--- config.mk ---
export PLATFORM = sky130hd
export DESIGN_NAME = text_terminal_cursor_engine_core
export DESIGN_NICKNAME = d
export VERILOG_FILES = /design/src/rtl/ttce_pkg.sv /design/src/rtl/text_terminal_cursor_engine_core.sv
export SDC_FILE = /design/constraint.sdc
export NUM_CORES = 1
export LEC_CHECK = 0
export BUFFER_PORTS_ARGS = -buffer_cell sky130_fd_sc_hd__clkbuf_2
export CAP_MARGIN = 20
export CORE_ASPECT_RATIO = 1.75
export CORE_UTILIZATION = 30
export DETAILED_ROUTE_END_ITERATION = 10
export PLACE_DENSITY_LB_ADDON = 0.05
export SETUP_SLACK_MARGIN = 0.05
export SLEW_MARGIN = 0
export SYNTH_ARGS = -nofsm -noshare
export SYNTH_HDL_FRONTEND = slang
export SYNTH_SLANG_ARGS = --single-unit
--- constraint.sdc ---
create_clock -name clk_i -period 5.18 [get_ports clk_i]
set_input_delay 1.036 -clock clk_i [delete_from_list [all_inputs] [get_ports clk_i]]
set_output_delay 1.036 -clock clk_i [all_outputs]
set_load 0.03 [all_outputs]
--- src/rtl/ttce_pkg.sv ---
// Shared types and constants for the text terminal cursor engine.
package ttce_pkg;

  localparam int unsigned DefColumns    = 80;
  localparam int unsigned DefRows       = 18;
  localparam int unsigned DefLeftOffset = 0;
  localparam int unsigned DefTopOffset  = 1;

  localparam logic [7:0] TextStyleReset   = 8'd3;
  localparam logic [7:0] CursorStyleReset = 8'd11;

  localparam logic [7:0] ChrTab   = 8'd9;
  localparam logic [7:0] ChrLf    = 8'd10;
  localparam logic [7:0] ChrCr    = 8'd13;
  localparam logic [7:0] ChrSpace = 8'd32;

  localparam logic       ReqPut   = 1'b0;
  localparam logic       ReqClear = 1'b1;

  localparam logic       CfgTextStyle   = 1'b0;
  localparam logic       CfgCursorStyle = 1'b1;

  typedef enum logic [1:0] {
    ACT_WRITE  = 2'd0,
    ACT_SCROLL = 2'd1,
    ACT_CLEAR  = 2'd2
  } action_e;

  typedef enum logic [2:0] {
    PH_IDLE,
    PH_CLEAR,
    PH_ERASE,
    PH_GLYPH,
    PH_TAB,
    PH_SCROLL,
    PH_DRAW
  } phase_e;

endpackage

--- src/rtl/text_terminal_cursor_engine_core.sv ---
// Text terminal cursor engine: turns characters into display cell actions.
//
// Input channel (s_axis): one beat per request. tuser selects put character
// or clear region; tdata carries the character byte.
// Output channel (m_axis): display actions, one per beat. tuser is the
// action kind, tlast marks the final action of a request.
// Config channel (cfg_*): writes text_style (index 0) or cursor_style
// (index 1); always ready, write only while the engine is idle.
// A request yields 1 (clear) to 6 (tab) actions, issued in order by the
// action sequencer whenever the output register is free; the
// next request is taken in the cycle its predecessor's last action is
// issued. The accepted request is registered into the phase and character
// registers, and each action is then registered into the output register.
// Output is a single register; a stalled receiver holds it and the
// sequencer waits, no action is dropped.
// Reset homes the cursor, sets both fill attributes and text_style to 3
// and cursor_style to 11; a clear homes the cursor, fills to text_style.
module text_terminal_cursor_engine_core
  import ttce_pkg::*;
#(
  parameter int unsigned COLUMNS     = DefColumns,
  parameter int unsigned ROWS        = DefRows,
  parameter int unsigned LEFT_OFFSET = DefLeftOffset,
  parameter int unsigned TOP_OFFSET  = DefTopOffset
) (
  input  logic        clk_i,
  input  logic        rst_ni,
  input  logic        s_axis_tvalid,
  output logic        s_axis_tready,
  input  logic [7:0]  s_axis_tdata,   // [7:0] char_code
  input  logic        s_axis_tuser,   // [0] req_type
  output logic        m_axis_tvalid,
  input  logic        m_axis_tready,
  output logic [31:0] m_axis_tdata,   // [7:0] screen_x, [13:8] screen_y,
                                      // [21:14] glyph, [29:22] attribute
  output logic [1:0]  m_axis_tuser,   // [1:0] action
  output logic        m_axis_tlast,
  input  logic        cfg_valid_i,
  output logic        cfg_ready_o,
  input  logic        cfg_index_i,
  input  logic [7:0]  cfg_data_i
);

  localparam logic [8:0] ColCount = 9'(COLUMNS);
  localparam logic [7:0] ColLast  = 8'(COLUMNS - 1);
  localparam logic [6:0] RowCount = 7'(ROWS);
  localparam logic [5:0] RowLast  = 6'(ROWS - 1);
  localparam logic [7:0] LeftOff  = 8'(LEFT_OFFSET);
  localparam logic [5:0] TopOff   = 6'(TOP_OFFSET);

  logic [7:0] text_style_q, cursor_style_q;
  logic [7:0] col_q, col_d;
  logic [5:0] row_q, row_d;
  logic [7:0] row_fill_q, row_fill_d;
  logic [7:0] below_fill_q, below_fill_d;
  logic [7:0] tab_stop_q, tab_stop_d;
  phase_e     phase_q, phase_d;
  logic [7:0] char_q;

  logic       out_valid_q;
  action_e    out_action_q, beat_action;
  logic [7:0] out_x_q, beat_x;
  logic [5:0] out_y_q, beat_y;
  logic [7:0] out_glyph_q, beat_glyph;
  logic [7:0] out_attr_q, beat_attr;
  logic       out_last_q, beat_last;

  logic       out_free, issue, in_accept;
  logic       newline;
  logic [8:0] col_inc, tab_raw;
  logic [7:0] tab_stop;
  logic       wrap_scroll;

  assign cfg_ready_o = 1'b1;

  always_ff @(posedge clk_i or negedge rst_ni) begin
    if (!rst_ni) begin
      text_style_q   <= TextStyleReset;
      cursor_style_q <= CursorStyleReset;
    end else if (cfg_valid_i) begin
      if (cfg_index_i == CfgTextStyle) text_style_q <= cfg_data_i;
      else                             cursor_style_q <= cfg_data_i;
    end
  end

  assign out_free  = !out_valid_q || m_axis_tready;
  assign issue     = (phase_q != PH_IDLE) && out_free;
  assign s_axis_tready = (phase_q == PH_IDLE) ||
                         (issue && (phase_q == PH_DRAW || phase_q == PH_CLEAR));
  assign in_accept = s_axis_tvalid && s_axis_tready;

  assign newline     = (char_q == ChrLf) || (char_q == ChrCr);
  assign col_inc     = {1'b0, col_q} + 9'd1;
  assign tab_raw     = ({1'b0, col_q} + 9'd4) & ~9'd3;
  assign tab_stop    = (tab_raw >= ColCount) ? ColLast : tab_raw[7:0];
  assign wrap_scroll = ({1'b0, row_q} + 7'd1) >= RowCount;

  always_comb begin
    col_d        = col_q;
    row_d        = row_q;
    row_fill_d   = row_fill_q;
    below_fill_d = below_fill_q;
    tab_stop_d   = tab_stop_q;
    phase_d      = phase_q;
    beat_action  = ACT_WRITE;
    beat_x       = LeftOff + col_q;
    beat_y       = TopOff + row_q;
    beat_glyph   = ChrSpace;
    beat_attr    = text_style_q;
    beat_last    = 1'b0;

    case (phase_q)
      PH_CLEAR: begin
        beat_action  = ACT_CLEAR;
        beat_x       = '0;
        beat_y       = '0;
        beat_last    = 1'b1;
        col_d        = '0;
        row_d        = '0;
        row_fill_d   = text_style_q;
        below_fill_d = text_style_q;
        phase_d      = PH_IDLE;
      end
      PH_ERASE: begin
        beat_attr = row_fill_q;
        if (newline) begin
          col_d = '0;
          if (wrap_scroll) begin
            phase_d = PH_SCROLL;
          end else begin
            row_d      = row_q + 6'd1;
            row_fill_d = below_fill_q;
            phase_d    = PH_DRAW;
          end
        end else if (char_q == ChrTab) begin
          tab_stop_d = tab_stop;
          phase_d    = (tab_stop > col_q) ? PH_TAB : PH_DRAW;
        end else begin
          phase_d = PH_GLYPH;
        end
      end
      PH_GLYPH: begin
        beat_glyph = char_q;
        if (col_inc >= ColCount) begin
          // wrap to the next row
          col_d = '0;
          if (wrap_scroll) begin
            phase_d = PH_SCROLL;
          end else begin
            row_d      = row_q + 6'd1;
            row_fill_d = below_fill_q;
            phase_d    = PH_DRAW;
          end
        end else begin
          col_d   = col_inc[7:0];
          phase_d = PH_DRAW;
        end
      end
      PH_TAB: begin
        // cursor column walks over the blanks and ends on the tab stop
        col_d = col_inc[7:0];
        if (col_inc[7:0] == tab_stop_q) phase_d = PH_DRAW;
      end
      PH_SCROLL: begin
        beat_action = ACT_SCROLL;
        beat_x      = '0;
        beat_y      = '0;
        row_d       = RowLast;
        row_fill_d  = text_style_q;
        phase_d     = PH_DRAW;
      end
      PH_DRAW: begin
        beat_attr = cursor_style_q;
        beat_last = 1'b1;
        phase_d   = PH_IDLE;
      end
      default: begin
        phase_d = PH_IDLE;
      end
    endcase

    if (in_accept) phase_d = (s_axis_tuser == ReqClear) ? PH_CLEAR : PH_ERASE;
  end

  always_ff @(posedge clk_i or negedge rst_ni) begin
    if (!rst_ni) begin
      phase_q      <= PH_IDLE;
      col_q        <= '0;
      row_q        <= '0;
      row_fill_q   <= TextStyleReset;
      below_fill_q <= TextStyleReset;
      tab_stop_q   <= '0;
    end else begin
      if (issue) begin
        col_q        <= col_d;
        row_q        <= row_d;
        row_fill_q   <= row_fill_d;
        below_fill_q <= below_fill_d;
        tab_stop_q   <= tab_stop_d;
      end
      if (issue || in_accept) phase_q <= phase_d;
    end
  end

  always_ff @(posedge clk_i) begin
    if (in_accept) char_q <= s_axis_tdata;
  end

  always_ff @(posedge clk_i or negedge rst_ni) begin
    if (!rst_ni) begin
      out_valid_q <= 1'b0;
    end else if (out_free) begin
      out_valid_q <= issue;
    end
  end

  always_ff @(posedge clk_i) begin
    if (issue) begin
      out_action_q <= beat_action;
      out_x_q      <= beat_x;
      out_y_q      <= beat_y;
      out_glyph_q  <= beat_glyph;
      out_attr_q   <= beat_attr;
      out_last_q   <= beat_last;
    end
  end

  assign m_axis_tvalid = out_valid_q;
  assign m_axis_tdata  = {2'b00, out_attr_q, out_glyph_q, out_y_q, out_x_q};
  assign m_axis_tuser  = out_action_q;
  assign m_axis_tlast  = out_last_q;

endmodule
==> results.cfg <==
[floorplanning]
start_util_pct = 30.9
die_h_um = 174
num_rows = 62
die_area_um2 = 17500
core_area_um2 = 16400
die_w_um = 100
io-pin-count = 61

[clock_tree]
cts-hold-fix-buffers = 0
clockRootBuffer = clkbuf_16
cts_sinks = 98
postCtsResizedCells = 0
post_cts_buffers = 0
cts_tree = built
clk_path_buf_depth = 2
htreeDepth = 3
cts_buffers = 9
clkTransAtPathRegs_ps = 70
clk_latency_ps = 350

[drt]
wl_per_cell_um = 18.5
wl_met1_um = 5350
firstDrtPassIters = 4
viasPerCell = 5.13
top_layer_used = met4
wl_met3_um = 389
route.met2.wl_um = 7510
ant_nets = 0
wirelength_um = 13600
via_count = 3769
drc = 0
drt_iter0_drc = 182

[synthesis]
ys.flop_type = dfrtp_1
yosys_register_bits = 98
synth_cell_types = 70
synthTopCellsByArea = edfxtp_1 24%, dfrtp_1 24%, mux2_2 5.5%
seq_area_frac_synth_pct = 52.6
synth_top_area_cell = edfxtp_1
syn_inst = 463
avgSynthCellArea_um2 = 11.0
synth-edff-count = 41
ys.warnings.count = 0
async_flop_share_pct = 58.2
syn_area_um2 = 5080
synth_top_area_share_pct = 24.2

[worst_hold_path]
hold_path_end = cursor_style_q[6]
hold-path-cell-count = 1
hp-class = reg2reg
worstHoldStart = cursor_style_q[6]

[cells_and_area]
nFillCells = 1720
layout-drive-gt1-share_pct = 23.7
ff_latch_area_um2 = 2670
fin_nets = 536
final_cell_area_um2 = 5820
syn_to_final_growth_pct = 14.7
antennaDiodeCount = 0
multi_input_area_um2 = 2230

[worst_setup_path]
crit_path_max_incr_delay_ps = 730
required_ps = 5460
reg2reg_slack_ps = 1640
cp.arrival_ps = 3820
path_class = reg2reg
path_cells = nand2b_1 > nor2_1 > a21oi_1 > nand2_1 > o21ai_2 > o221a_1
end_kind = register
reg2reg_to = row_fill_q[5]
worstSetupStartpointType = register
critPathSlowestCell = a21oi_1
rr_startpoint = phase_q[0]
r2r_cells = 6
path_max_fanout = 20

[placement]
dpl.hpwl_um = 9860
io_buffers = 57
place_area_um2 = 5550
gp_congestion = 0.827

[global_route]
grt_usage_pct = 16.5
grt_max_degree = 34
grt_pass1_vias = 3906
grt_pass1_wl_um = 21700
overflow = 0
antenna_found_initial = 0

[pwr]
leakage_nw = 2.33
p_per_area_nw_per_um2 = 554
vdd_ir_drop_max_mv = 0.267

[sta]
period_minus_slack_ps = 3540
finalHoldViolations = 0
setup-violations-final = 0
tightest_slew_ps = 954
finClkSkew_ps = 11.7
max-slew-margin-rel_pct = 36.2
fin_setup_tns_ps = 0
period_share_pct = 68.3
fmax_ghz = 0.282
slew_violations = 0
rsz0062_at_grt = no

[status]
status = complete, no violations

[run]
drv_cap = 0
==> power breakdown <==
part	internal (W)	switching (W)	total, W
clock network	0.000331	0.000307	0.000638
logic	0.000412	0.000852	0.00126
registers	0.00114	0.000179	0.00132
==> metal layers <==
| layer | track usage, % | up-vias |
|---|---|---|
| li1 | - | 1814 |
| met5 | 0 | - |
| met3 | 2.45 | 20 |
| met2 | 30.3 | 80 |
| met1 | 18.6 | 1855 |
| met4 | 6.76 | 0 |
==> flip-flops by register name, summed over array words and instances, names as in the netlist, 7 cells and up <==
name,cells
below_fill_q,8
char_q,8
col_q,8
cursor_style_q,8
out_attr_q,8
out_glyph_q,8
out_x_q,8
row_fill_q,8
text_style_q,8
tab_stop_q,7
==> worst max-delay path: cells and delay by family (launching register included) <==
kind | cells | cell delay [ps]
AOI/OAI and AO/OA | 3 | 1640
and+or+nand+nor | 3 | 1170
DFF | 1 | 660
==> Yosys cell counts, types with 4 or more instances <==
cell      instances
dfrtp_1          48
edfxtp_1         41
nand2_1          32
clkbuf_1         26
nor2_1           26
mux2_2           25
o21ai_0          21
a21oi_1          18
nand3_1          17
and3_1           11
inv_1            11
and2_1           10
or3_1            10
a31oi_1           9
dfstp_2           9
ha_1              8
mux2i_1           8
o221a_1           8
xnor2_1           8
and4_1            7
nand2b_1          7
nor2b_1           7
nor3_1            7
o211ai_1          6
xor2_1            5
buf_4             4
==> cells in the final DEF (no fill, tap or decap), types with 10 or more instances in the layout <==
cell type / n
and2_1: 10
o21ai_0: 21
inv_1: 11
nand3_1: 17
nand2_1: 32
a21oi_1: 18
and3_1: 11
or3_1: 10
edfxtp_1: 41
mux2_2: 25
dfrtp_1: 48
clkbuf_2: 57
nor2_1: 26
==> metrics by stage <==
stage | total power (W) | hold WS, ps | util, % | instances | setup WS, ps
6_report | 0.00322 | 509 | 35.4 | 734 | 1640
5_1_grt | 0.00344 | 519 | 35.4 | 734 | 1320
2_1_floorplan | 0.00222 | 469 | - | 465 | 2260
3_3_place_gp | 0.00261 | 492 | 33.7 | 718 | 1630
4_1_cts | 0.00328 | 514 | 35.4 | 734 | 1660
3_5_place_dp | 0.00262 | 497 | 33.7 | 718 | 1570
==> area by class of cell <==
class                   count  share of cell area [%]
multi-input cells         322                    38.3
inverters                  12                   0.774
flip-flops and latches     98                    45.8
well taps                 224                    4.81
clock buffers              10                    3.93
clock inverters             6                   0.817
repair buffers             62                    5.54
==> worst max-delay path by stage <==
stage / from / to / slack (ps)
final: phase_q[0] / row_fill_q[5] / 1640
after CTS: phase_q[0] / row_fill_q[5] / 1660
after detailed placement: m_axis_tready / row_fill_q[5] / 1570
after floorplan: m_axis_tready / row_q[4] / 2260
after global placement: m_axis_tready / row_fill_q[3] / 1630
after global routing: phase_q[0] / row_fill_q[5] / 1320
==> cells by family after synthesis <==
| kind of cell | Yosys count | synth area share, % |
|---|---|---|
| compound gates | 108 | 15.4 |
| xor+xnor | 13 | 2.24 |
| fa+ha+maj | 8 | 1.97 |
| buf+inv | 45 | 3.70 |
| flops | 98 | 52.6 |
| mux | 33 | 7.12 |
| other cells | 2 | 0.148 |
| simple gates | 156 | 16.9 |
Note: power is estimated with default switching activity, not from simulation.
